<file path="config.mk">
export PLATFORM = sky130hd
export DESIGN_NAME = reloading_down_timer_bank
export DESIGN_NICKNAME = d
export VERILOG_FILES = /design/src/rtl/rdtb_pkg.sv /design/src/rtl/rdtb_front.sv /design/src/rtl/rdtb_rem.sv /design/src/rtl/rdtb_back.sv /design/src/rtl/reloading_down_timer_bank.sv
export VERILOG_INCLUDE_DIRS = /design/src /design/src/rtl
export SDC_FILE = /design/constraint.sdc
export NUM_CORES = 2
export LEC_CHECK = 0
export BUFFER_PORTS_ARGS = -buffer_cell sky130_fd_sc_hd__clkbuf_2
export CAP_MARGIN = 20
export CORE_MARGIN = 10
export CORE_UTILIZATION = 45
export CTS_CLUSTER_SIZE = 10
export DETAILED_ROUTE_END_ITERATION = 8
export MAX_ROUTING_LAYER = met4
export PLACE_DENSITY_LB_ADDON = 0.1
export SYNTH_ARGS = -nofsm -noshare
export SYNTH_HDL_FRONTEND = slang
export SYNTH_HIERARCHICAL = 1
export SYNTH_SLANG_ARGS = --single-unit
</file>
<file path="constraint.sdc">
create_clock -name clk_i -period 8.8 [get_ports clk_i]
set_input_delay 1.76 -clock clk_i [delete_from_list [all_inputs] [get_ports clk_i]]
set_output_delay 1.76 -clock clk_i [all_outputs]
set_load 0.03 [all_outputs]
</file>
<file path="src/rtl/reloading_down_timer_bank_defines.svh">
// ----------------------------------------------------------------------------
// Assertion macros for the reloading down-timer bank
// Shared concurrent assertion forms, clocked on clk_i and held off in reset.
// ----------------------------------------------------------------------------
`ifndef RELOADING_DOWN_TIMER_BANK_DEFINES_SVH
`define RELOADING_DOWN_TIMER_BANK_DEFINES_SVH

// Same-cycle implication.
`define RDTB_ASSERT_NOW(lbl, ante, cons, msg) \
  lbl: assert property (@(posedge clk_i) disable iff (!rst_ni) (ante) |-> (cons)) \
    else $error(msg);

// Next-cycle implication.
`define RDTB_ASSERT_NXT(lbl, ante, cons, msg) \
  lbl: assert property (@(posedge clk_i) disable iff (!rst_ni) (ante) |=> (cons)) \
    else $error(msg);

`endif

</file>
<file path="src/rtl/rdtb_pkg.sv">
// ----------------------------------------------------------------------------
// rdtb_pkg
// Types and constants shared by the reloading down-timer bank modules.
// ----------------------------------------------------------------------------
`timescale 1ns / 1ps
`default_nettype none

package rdtb_pkg;

  localparam logic [15:0] STEP_RESET = 16'h0800;

  // Input mode codes.
  localparam logic [1:0] MODE_READ  = 2'd0;
  localparam logic [1:0] MODE_WRITE = 2'd1;
  localparam logic [1:0] MODE_TICK  = 2'd2;

  // Register byte offsets.
  localparam logic [7:0] OFS_COUNT = 8'h00;
  localparam logic [7:0] OFS_CMPA  = 8'h02;
  localparam logic [7:0] OFS_CMPB  = 8'h04;
  localparam logic [7:0] OFS_CTRL  = 8'h08;
  localparam logic [7:0] OFS_MODE  = 8'h09;

  // Control and status bits.
  localparam logic [7:0] CR_START       = 8'h01;
  localparam logic [7:0] CR_RUNNING     = 8'h02;
  localparam logic [7:0] CR_UNDERFLOW   = 8'h20;
  localparam logic [7:0] CR_STATUS_BITS = 8'hE0;

  localparam int MASK_W = 10;

  typedef enum logic [1:0] {
    OP_READ,
    OP_WRITE,
    OP_TICK,
    OP_NOP
  } op_e;

  typedef enum logic [2:0] {
    REG_COUNT,
    REG_CMPA,
    REG_CMPB,
    REG_CTRL,
    REG_MODE,
    REG_NONE
  } reg_e;

  // One decoded word as it sits in the queue.
  typedef struct packed {
    op_e         op;
    logic        chan_ok;
    logic [3:0]  channel;
    reg_e        sel;
    logic [15:0] wdata;
  } item_t;

  // Request to the remainder unit.
  typedef struct packed {
    logic        start;
    logic [15:0] dividend;
    logic [16:0] divisor;
  } rem_req_t;

  // Status back from the remainder unit.
  typedef struct packed {
    logic        busy;
    logic        done;
    logic [15:0] rem;
  } rem_rsp_t;

endpackage

`default_nettype wire

</file>
<file path="src/rtl/rdtb_front.sv">
// ----------------------------------------------------------------------------
// rdtb_front
// Accepts input words, decodes mode, channel and offset, and queues them.
// ----------------------------------------------------------------------------
`timescale 1ns / 1ps
`default_nettype none
`include "reloading_down_timer_bank_defines.svh"

module rdtb_front
  import rdtb_pkg::*;
#(
  parameter int CHANNELS = 10
) (
  input  wire logic        clk_i,
  input  wire logic        rst_ni,
  input  wire logic        in_valid_i,
  output logic             in_ready_o,
  input  wire logic [1:0]  in_mode_i,
  input  wire logic [3:0]  in_channel_i,
  input  wire logic [7:0]  in_offset_i,
  input  wire logic [15:0] in_wdata_i,
  output logic             q_valid_o,
  output item_t            q_item_o,
  input  wire logic        q_pop_i
);

  item_t      dec_item;
  item_t      item_q [2];
  logic       wr_ptr_q, wr_ptr_d;
  logic       rd_ptr_q, rd_ptr_d;
  logic [1:0] cnt_q, cnt_d;
  logic       push;
  logic       pop;

  always_comb begin
    dec_item.channel = in_channel_i;
    dec_item.wdata   = in_wdata_i;
    dec_item.chan_ok = ({1'b0, in_channel_i} < 5'(CHANNELS));
    case (in_mode_i)
      MODE_READ:  dec_item.op = OP_READ;
      MODE_WRITE: dec_item.op = OP_WRITE;
      MODE_TICK:  dec_item.op = OP_TICK;
      default:    dec_item.op = OP_NOP;
    endcase
    case (in_offset_i)
      OFS_COUNT: dec_item.sel = REG_COUNT;
      OFS_CMPA:  dec_item.sel = REG_CMPA;
      OFS_CMPB:  dec_item.sel = REG_CMPB;
      OFS_CTRL:  dec_item.sel = REG_CTRL;
      OFS_MODE:  dec_item.sel = REG_MODE;
      default:   dec_item.sel = REG_NONE;
    endcase
  end

  assign in_ready_o = (cnt_q != 2'd2);
  assign push       = in_valid_i && in_ready_o;
  assign q_valid_o  = (cnt_q != 2'd0);
  assign pop        = q_pop_i && q_valid_o;
  assign q_item_o   = item_q[rd_ptr_q];

  always_comb begin
    wr_ptr_d = push ? ~wr_ptr_q : wr_ptr_q;
    rd_ptr_d = pop ? ~rd_ptr_q : rd_ptr_q;
    cnt_d    = cnt_q + 2'(push) - 2'(pop);
  end

  always_ff @(posedge clk_i or negedge rst_ni) begin
    if (!rst_ni) begin
      wr_ptr_q <= 1'b0;
      rd_ptr_q <= 1'b0;
      cnt_q    <= 2'd0;
    end else begin
      wr_ptr_q <= wr_ptr_d;
      rd_ptr_q <= rd_ptr_d;
      cnt_q    <= cnt_d;
    end
  end

  always_ff @(posedge clk_i) begin
    if (push) begin
      item_q[wr_ptr_q] <= dec_item;
    end
  end

  `RDTB_ASSERT_NOW(a_pop_nonempty, q_pop_i, cnt_q != 2'd0, "pop from empty queue")

endmodule

`default_nettype wire

</file>
<file path="src/rtl/rdtb_rem.sv">
// ----------------------------------------------------------------------------
// rdtb_rem
// Restoring remainder unit, one dividend bit per cycle while busy.
// ----------------------------------------------------------------------------
`timescale 1ns / 1ps
`default_nettype none

module rdtb_rem
  import rdtb_pkg::*;
(
  input  wire logic     clk_i,
  input  wire logic     rst_ni,
  input  wire rem_req_t req_i,
  output rem_rsp_t      rsp_o
);

  logic        busy_q, busy_d;
  logic [3:0]  cnt_q, cnt_d;
  logic [15:0] r_q, r_d;
  logic [15:0] n_q, n_d;
  logic [16:0] d_q, d_d;
  logic [16:0] trial;
  logic [15:0] r_next;

  // Shift in the next dividend bit; the partial remainder stays below the
  // divisor, so it always fits 16 bits after the conditional subtract.
  always_comb begin
    trial  = {r_q, n_q[15]};
    r_next = (trial >= d_q) ? 16'(trial - d_q) : trial[15:0];
  end

  always_comb begin
    busy_d = busy_q;
    cnt_d  = cnt_q;
    r_d    = r_q;
    n_d    = n_q;
    d_d    = d_q;
    if (req_i.start) begin
      busy_d = 1'b1;
      cnt_d  = 4'd0;
      r_d    = 16'd0;
      n_d    = req_i.dividend;
      d_d    = req_i.divisor;
    end else if (busy_q) begin
      r_d   = r_next;
      n_d   = {n_q[14:0], 1'b0};
      cnt_d = cnt_q + 4'd1;
      if (cnt_q == 4'd15) begin
        busy_d = 1'b0;
      end
    end
  end

  always_ff @(posedge clk_i or negedge rst_ni) begin
    if (!rst_ni) begin
      busy_q <= 1'b0;
      cnt_q  <= 4'd0;
    end else begin
      busy_q <= busy_d;
      cnt_q  <= cnt_d;
    end
  end

  always_ff @(posedge clk_i) begin
    r_q <= r_d;
    n_q <= n_d;
    d_q <= d_d;
  end

  assign rsp_o.busy = busy_q;
  assign rsp_o.done = busy_q && (cnt_q == 4'd15);
  assign rsp_o.rem  = r_next;

endmodule

`default_nettype wire

</file>
<file path="src/rtl/rdtb_back.sv">
// ----------------------------------------------------------------------------
// rdtb_back
// Channel register file, register access, tick walk and result register.
// ----------------------------------------------------------------------------
`timescale 1ns / 1ps
`default_nettype none
`include "reloading_down_timer_bank_defines.svh"

module rdtb_back
  import rdtb_pkg::*;
#(
  parameter int CHANNELS = 10
) (
  input  wire logic        clk_i,
  input  wire logic        rst_ni,
  input  wire logic        cfg_we_i,
  input  wire logic [15:0] cfg_wdata_i,
  input  wire logic        q_valid_i,
  input  wire item_t       q_item_i,
  output logic             q_pop_o,
  output logic             out_valid_o,
  input  wire logic        out_ready_i,
  output logic [15:0]      out_read_data_o,
  output logic [MASK_W-1:0] out_mask_o,
  output logic             out_event_o
);

  localparam int CH_W = (CHANNELS > 1) ? $clog2(CHANNELS) : 1;
  localparam logic [CH_W-1:0] LAST_CH = CH_W'(CHANNELS - 1);

  localparam logic [1:0] S_IDLE = 2'd0;
  localparam logic [1:0] S_EVAL = 2'd1;
  localparam logic [1:0] S_MOD  = 2'd2;

  logic [1:0]        state_q;
  logic [CH_W-1:0]   walk_q;
  logic [MASK_W-1:0] mask_q;
  logic [15:0]       step_q;
  logic [15:0]       live_q   [CHANNELS];
  logic [15:0]       reload_q [CHANNELS];
  logic [15:0]       cmpa_q   [CHANNELS];
  logic [15:0]       cmpb_q   [CHANNELS];
  logic [7:0]        ctrl_q   [CHANNELS];
  logic [7:0]        mode1_q  [CHANNELS];

  logic              out_valid_q;
  logic [15:0]       out_rd_q;
  logic [MASK_W-1:0] out_mask_q;
  logic              out_ev_q;

  logic [CH_W-1:0]   acc_idx;
  logic [15:0]       rd_val;
  logic [15:0]       cnt;
  logic [15:0]       rel;
  logic              running;
  logic              no_wrap;
  logic [15:0]       def_m1;
  logic              short_wrap;
  logic              uf_now;
  logic              adv_now;
  logic              wr_cnt;
  logic [15:0]       new_cnt;
  logic [MASK_W-1:0] mask_upd;
  logic              tick_pop;
  logic              out_load;
  rem_req_t          rem_req;
  rem_rsp_t          rem_rsp;

  assign q_pop_o = q_valid_i && (state_q == S_IDLE) && (!out_valid_q || out_ready_i);
  assign acc_idx = q_item_i.channel[CH_W-1:0];

  // A result word is loaded for any non-tick word at pop, or at the end of a walk.
  assign tick_pop = q_pop_o && (q_item_i.op == OP_TICK);
  assign out_load = (q_pop_o && !tick_pop)
                    || ((state_q != S_IDLE) && adv_now && (walk_q == LAST_CH));

  // Register read for the word at the head of the queue.
  always_comb begin
    rd_val = 16'd0;
    if (q_item_i.chan_ok) begin
      case (q_item_i.sel)
        REG_COUNT: rd_val = live_q[acc_idx];
        REG_CMPA:  rd_val = cmpa_q[acc_idx];
        REG_CMPB:  rd_val = cmpb_q[acc_idx];
        REG_CTRL:  rd_val = {8'd0, ctrl_q[acc_idx]};
        REG_MODE:  rd_val = {8'd0, mode1_q[acc_idx]};
        default:   rd_val = 16'd0;
      endcase
    end
  end

  // Per-channel tick arithmetic for the channel under the walk pointer.
  always_comb begin
    cnt        = live_q[walk_q];
    rel        = reload_q[walk_q];
    running    = |(ctrl_q[walk_q] & CR_START);
    no_wrap    = (cnt >= step_q);
    def_m1     = step_q - cnt - 16'd1;
    short_wrap = ({1'b0, def_m1} < ({1'b0, rel} + 17'd1));

    rem_req.start    = (state_q == S_EVAL) && running && !no_wrap && !short_wrap;
    rem_req.dividend = def_m1;
    rem_req.divisor  = {1'b0, rel} + 17'd1;

    uf_now  = 1'b0;
    adv_now = 1'b0;
    wr_cnt  = 1'b0;
    new_cnt = cnt;
    case (state_q)
      S_EVAL: begin
        if (!running) begin
          adv_now = 1'b1;
        end else if (no_wrap) begin
          adv_now = 1'b1;
          wr_cnt  = 1'b1;
          new_cnt = cnt - step_q;
        end else if (short_wrap) begin
          adv_now = 1'b1;
          wr_cnt  = 1'b1;
          uf_now  = 1'b1;
          new_cnt = rel - def_m1;
        end
      end
      S_MOD: begin
        if (rem_rsp.done) begin
          adv_now = 1'b1;
          wr_cnt  = 1'b1;
          uf_now  = 1'b1;
          new_cnt = rel - rem_rsp.rem;
        end
      end
      default: begin
        adv_now = 1'b0;
      end
    endcase

    mask_upd = mask_q;
    for (int i = 0; i < MASK_W; i++) begin
      if (uf_now && (int'(walk_q) == i)) begin
        mask_upd[i] = 1'b1;
      end
    end
  end

  rdtb_rem u_rem (
    .clk_i (clk_i),
    .rst_ni(rst_ni),
    .req_i (rem_req),
    .rsp_o (rem_rsp)
  );

  always_ff @(posedge clk_i or negedge rst_ni) begin
    if (!rst_ni) begin
      state_q     <= S_IDLE;
      walk_q      <= '0;
      mask_q      <= '0;
      step_q      <= STEP_RESET;
      out_valid_q <= 1'b0;
      out_rd_q    <= 16'd0;
      out_mask_q  <= '0;
      out_ev_q    <= 1'b0;
      for (int c = 0; c < CHANNELS; c++) begin
        live_q[c]   <= 16'd0;
        reload_q[c] <= 16'd0;
        cmpa_q[c]   <= 16'd0;
        cmpb_q[c]   <= 16'd0;
        ctrl_q[c]   <= 8'd0;
        mode1_q[c]  <= 8'd0;
      end
    end else begin
      if (cfg_we_i) begin
        step_q <= cfg_wdata_i;
      end
      if (out_load) begin
        out_valid_q <= 1'b1;
      end else if (out_ready_i) begin
        out_valid_q <= 1'b0;
      end

      case (state_q)
        S_IDLE: begin
          if (q_pop_o) begin
            case (q_item_i.op)
              OP_TICK: begin
                walk_q  <= '0;
                mask_q  <= '0;
                state_q <= S_EVAL;
              end
              OP_WRITE: begin
                out_rd_q    <= 16'd0;
                out_mask_q  <= '0;
                out_ev_q    <= 1'b0;
                if (q_item_i.chan_ok) begin
                  case (q_item_i.sel)
                    REG_COUNT: begin
                      live_q[acc_idx]   <= q_item_i.wdata;
                      reload_q[acc_idx] <= q_item_i.wdata;
                    end
                    REG_CMPA: cmpa_q[acc_idx] <= q_item_i.wdata;
                    REG_CMPB: cmpb_q[acc_idx] <= q_item_i.wdata;
                    REG_CTRL: begin
                      // Status flags survive only where the written byte has a one.
                      ctrl_q[acc_idx] <= (ctrl_q[acc_idx] & q_item_i.wdata[7:0]
                                          & CR_STATUS_BITS)
                                         | (q_item_i.wdata[0] ? (CR_START | CR_RUNNING)
                                                              : 8'd0);
                    end
                    REG_MODE: mode1_q[acc_idx] <= q_item_i.wdata[7:0];
                    default: begin
                    end
                  endcase
                end
              end
              OP_READ: begin
                out_rd_q    <= rd_val;
                out_mask_q  <= '0;
                out_ev_q    <= 1'b0;
              end
              default: begin
                out_rd_q    <= 16'd0;
                out_mask_q  <= '0;
                out_ev_q    <= 1'b0;
              end
            endcase
          end
        end
        S_EVAL, S_MOD: begin
          if (wr_cnt) begin
            live_q[walk_q] <= new_cnt;
          end
          if (uf_now) begin
            ctrl_q[walk_q] <= ctrl_q[walk_q] | CR_UNDERFLOW;
          end
          if (rem_req.start) begin
            state_q <= S_MOD;
          end
          if (adv_now) begin
            mask_q <= mask_upd;
            if (walk_q == LAST_CH) begin
              out_rd_q    <= 16'd0;
              out_mask_q  <= mask_upd;
              out_ev_q    <= mask_upd[0];
              state_q     <= S_IDLE;
            end else begin
              walk_q  <= walk_q + CH_W'(1);
              state_q <= S_EVAL;
            end
          end
        end
        default: begin
          state_q <= S_IDLE;
        end
      endcase
    end
  end

  assign out_valid_o     = out_valid_q;
  assign out_read_data_o = out_rd_q;
  assign out_mask_o      = out_mask_q;
  assign out_event_o     = out_ev_q;

  `RDTB_ASSERT_NOW(a_walk_out_empty, state_q != S_IDLE, !out_valid_q, "result busy in walk")
  `RDTB_ASSERT_NOW(a_rem_in_mod, rem_rsp.busy, state_q == S_MOD, "remainder busy outside mod")
  `RDTB_ASSERT_NXT(a_tick_starts, tick_pop, state_q == S_EVAL, "tick did not start walk")

endmodule

`default_nettype wire

</file>
<file path="src/rtl/reloading_down_timer_bank.sv">
// A read, write or no-op word is queued, then popped when no tick walk runs and the
// result register is free, and its result is registered; such words sustain one per
// cycle while the output is ready. A tick walks the channels one per cycle, but a
// channel that wraps past more than one reload period stalls the walk in the bit-serial
// remainder unit. Two words queue ahead of the walk. Reset: all channel registers clear
// to zero, the step returns to 2048 and the queue and result register empty.
// ----------------------------------------------------------------------------
// reloading_down_timer_bank
// Bank of reloading 16-bit down-counter timers with a register access stream.
// ----------------------------------------------------------------------------
`timescale 1ns / 1ps
`default_nettype none

module reloading_down_timer_bank
  import rdtb_pkg::*;
#(
  parameter int CHANNELS = 10
) (
  input  wire logic        clk_i,
  input  wire logic        rst_ni,
  input  wire logic        cfg_we_i,
  input  wire logic [15:0] cfg_wdata_i,     // step per tick
  input  wire logic        s_axis_tvalid,
  output logic             s_axis_tready,
  input  wire logic [31:0] s_axis_tdata,    // channel[3:0], offset[11:4], write_data[27:12]
  input  wire logic [1:0]  s_axis_tuser,    // mode[1:0]
  output logic             m_axis_tvalid,
  input  wire logic        m_axis_tready,
  output logic [31:0]      m_axis_tdata     // read_data[15:0], underflow_mask[25:16],
                                            // event_raised[26]
);

  item_t             q_item;
  logic              q_valid;
  logic              q_pop;
  logic [15:0]       out_rd;
  logic [MASK_W-1:0] out_mask;
  logic              out_ev;

  rdtb_front #(
    .CHANNELS(CHANNELS)
  ) u_front (
    .clk_i       (clk_i),
    .rst_ni      (rst_ni),
    .in_valid_i  (s_axis_tvalid),
    .in_ready_o  (s_axis_tready),
    .in_mode_i   (s_axis_tuser),
    .in_channel_i(s_axis_tdata[3:0]),
    .in_offset_i (s_axis_tdata[11:4]),
    .in_wdata_i  (s_axis_tdata[27:12]),
    .q_valid_o   (q_valid),
    .q_item_o    (q_item),
    .q_pop_i     (q_pop)
  );

  rdtb_back #(
    .CHANNELS(CHANNELS)
  ) u_back (
    .clk_i          (clk_i),
    .rst_ni         (rst_ni),
    .cfg_we_i       (cfg_we_i),
    .cfg_wdata_i    (cfg_wdata_i),
    .q_valid_i      (q_valid),
    .q_item_i       (q_item),
    .q_pop_o        (q_pop),
    .out_valid_o    (m_axis_tvalid),
    .out_ready_i    (m_axis_tready),
    .out_read_data_o(out_rd),
    .out_mask_o     (out_mask),
    .out_event_o    (out_ev)
  );

  assign m_axis_tdata = {5'd0, out_ev, out_mask, out_rd};

endmodule

`default_nettype wire
</file>
==> metrics.txt <==
status=finished clean; global router's overall resource usage=26.2%; Critical Path Sink Type=flop; Crit path required time=9.36 ns; Top Ports=89; CTS Root Cell=clkbuf_16; Die ar.=127000 um2; Iteration-0 DRC Markers=3737; yosys warns=6; f_max=121 MHz; Worst-Margin Slew=1.42 ns; Reg power frac=31.1%; Int Pwr=10.4 mW; setup TNS=0 ns; drt first pass iters=9; post-CTS resize count=0; Hold Path Origin=u_back/out_read_data_o[2]; dpl ws=0.737 ns; Worst R2R End=u_back/live_q[76]; final setup vio count=0; Setup CP Type=reg -> reg; Num CTS Buffers=112; P per Cell Area=319 nW/um2; vias in the first global route=36016; mapped cell area=51100 um2; R2R depth=23; H-tree depth=3; WL final=165000 um; Hold Vio Cnt, Final=0; share of cells above drive strength 1=29.3%; Final HPWL DP=105000 um; clock power share=23.7%; worst hold path endpoint=u_back/out_read_data_o[2]; die height=357 um; antenna-violating nets left=0; worst-skew pair later-pin latency=0.74 ns; relative slew slack=5.05%; Sw Share=42.2%; Worst setup SP type=flop; CTS tree=yes; Final nets=4300; CTS max path bufs=3; mean area per synthesized cell=12.3 um2; Hold Path Depth=2; wire length of the first global-routing pass=245000 um; Comb pwr share=45.2%; Layout area overhead=10.3%; initial antenna violation count=5; Vias/cell=6.37; routed len/inst=29.0 um; maxcap violations=0; Post-Route Skew=0.0672 ns; final worst slack=0.507 ns; Max IR drop VDD=0.178 mV; Sw Pwr=7.59 mW; cell row count=123; IO Port Bufs=79; Initial Utilization=45.3%; Hold Path Class=reg -> reg; Synth Instances=4152; Worst R2R Start=u_back/walk_q[1]; Slew Viols, Final=0; Critical Path Fanout Max=22; total power=18.0 mW; Critical Path AT=8.85 ns; clock sink count=969; R2R Setup Slk=0.51 ns; Post-CTS Repair Setup Buffers=0; hold slack=0.479 ns; Reg clk slew, reported paths=0.06 ns; DR DRC count=0; hold_buf cts=0; largest net degree at the start of global routing=184; leakage power=25.0 nW; final worst path period share=94.2%; Core Area=113000 um2; RSZ-0062 raised after global routing=false; Die W=357 um; vias=36303; crit path time final=8.29 ns; grt ovf=0; gpl congestion=0.897
==> worst max-delay path, cell delays in order (launching register included) <==
cell and delay [ns]:
dfrtp_4 0.69, or3b_1 0.62, buf_4 0.30, o22ai_1 0.69
inv_1 0.21, fa_1 0.47, a21o_1 0.18, a21oi_1 0.23
o21bai_1 0.11, a21oi_1 0.24, o21bai_1 0.16, a211oi_1 0.37
o41ai_1 0.13, a21oi_1 0.29, xnor2_1 0.25, ha_1 0.31
a2111oi_0 0.49, nor4bb_1 0.35, o2bb2ai_1 0.26, nor2_1 0.30
a41oi_1 0.38, o22ai_1 0.17, a211oi_2 0.70, o21ai_0 0.24
==> worst max path at each step <==
| stage | slack, ns | start | endpoint |
|---|---|---|---|
| global placement | 0.80 | u_back/walk_q[1] | u_back/live_q[7] |
| global route | 0.19 | u_back/walk_q[0] | u_back/live_q[124] |
| CTS | 0.73 | u_back/walk_q[1] | u_back/live_q[23] |
| detailed placement | 0.74 | u_back/walk_q[1] | u_back/ctrl_q[56] |
| floorplan | 0.22 | u_back/walk_q[0] | u_back/u_rem/n_q[0] |
| finish | 0.51 | u_back/walk_q[1] | u_back/live_q[76] |
==> flip-flops by register name (all words and copies together) (netlist names), 16 cells and up <==
signal / cells
u_back/live_q: 160
u_front/item_q: 52
u_back/u_rem/d_q: 17
u_back/u_rem/r_q: 16
u_back/ctrl_q: 80
u_back/out_read_data_o: 16
u_back/step_q: 16
u_back/u_rem/n_q: 16
u_back/reload_q: 160
u_back/cmpb_q: 160
u_back/cmpa_q: 160
u_back/mode1_q: 80
==> per-layer routing <==
metal / global-route usage (%) / vias to the layer above / share of wire (%)
li1: - / 15701 / -
met1: 35.3 / 18866 / 43
met2: 39.9 / 1381 / 46
met3: 4.78 / 355 / 7.1
met4: 9.04 / 0 / 3.8
met5: - / - / 0
==> layout by cell type, fill, tap and decap left out, types with 45 or more instances in the layout <==
master	instances
clkbuf_16	113
edfxtp_1	85
o21ai_0	204
a21oi_1	122
o22ai_1	47
a22oi_1	45
ha_1	105
o2bb2ai_1	53
buf_4	114
inv_1	137
a32oi_1	110
dfrtp_1	864
a222oi_1	53
mux2_2	614
nor2_1	127
clkbuf_2	78
mux2i_1	90
xnor2_1	62
mux4_2	192
nand2_1	291
==> power groups by stage <==
stage          Sequential (mW)  Combinational [mW]  Clock [mW]
6_report                  5.59                8.15        4.27
3_5_place_dp              5.66                8.02           0
2_1_floorplan             5.49                5.47           0
3_3_place_gp              5.64                7.99           0
5_1_grt                   5.66                8.67        4.55
4_1_cts                   5.58                8.05        4.37
==> layout make-up <==
| type | count | area, um2 |
|---|---|---|
| flip-flops and latches | 969 | 24600 |
| inverters | 139 | 522 |
| multi-input cells | 2709 | 24600 |
| diodes | 6 | 15.0 |
| repair buffers | 203 | 1460 |
| fillers | 10044 | 56300 |
| clock inverters | 13 | 181 |
| clock buffers | 156 | 3060 |
| well taps | 1500 | 1880 |
==> metrics by stage <==
stage,util [%],instance area (um2),cells
6_report,50.0,56400,5695
5_1_grt,50.0,56400,5692
4_1_cts,50.0,56300,5687
3_5_place_dp,47.1,53100,5518
3_3_place_gp,47.1,53000,5517
2_1_floorplan,-,51100,4156
Note: power is estimated with default switching activity, not from simulation.
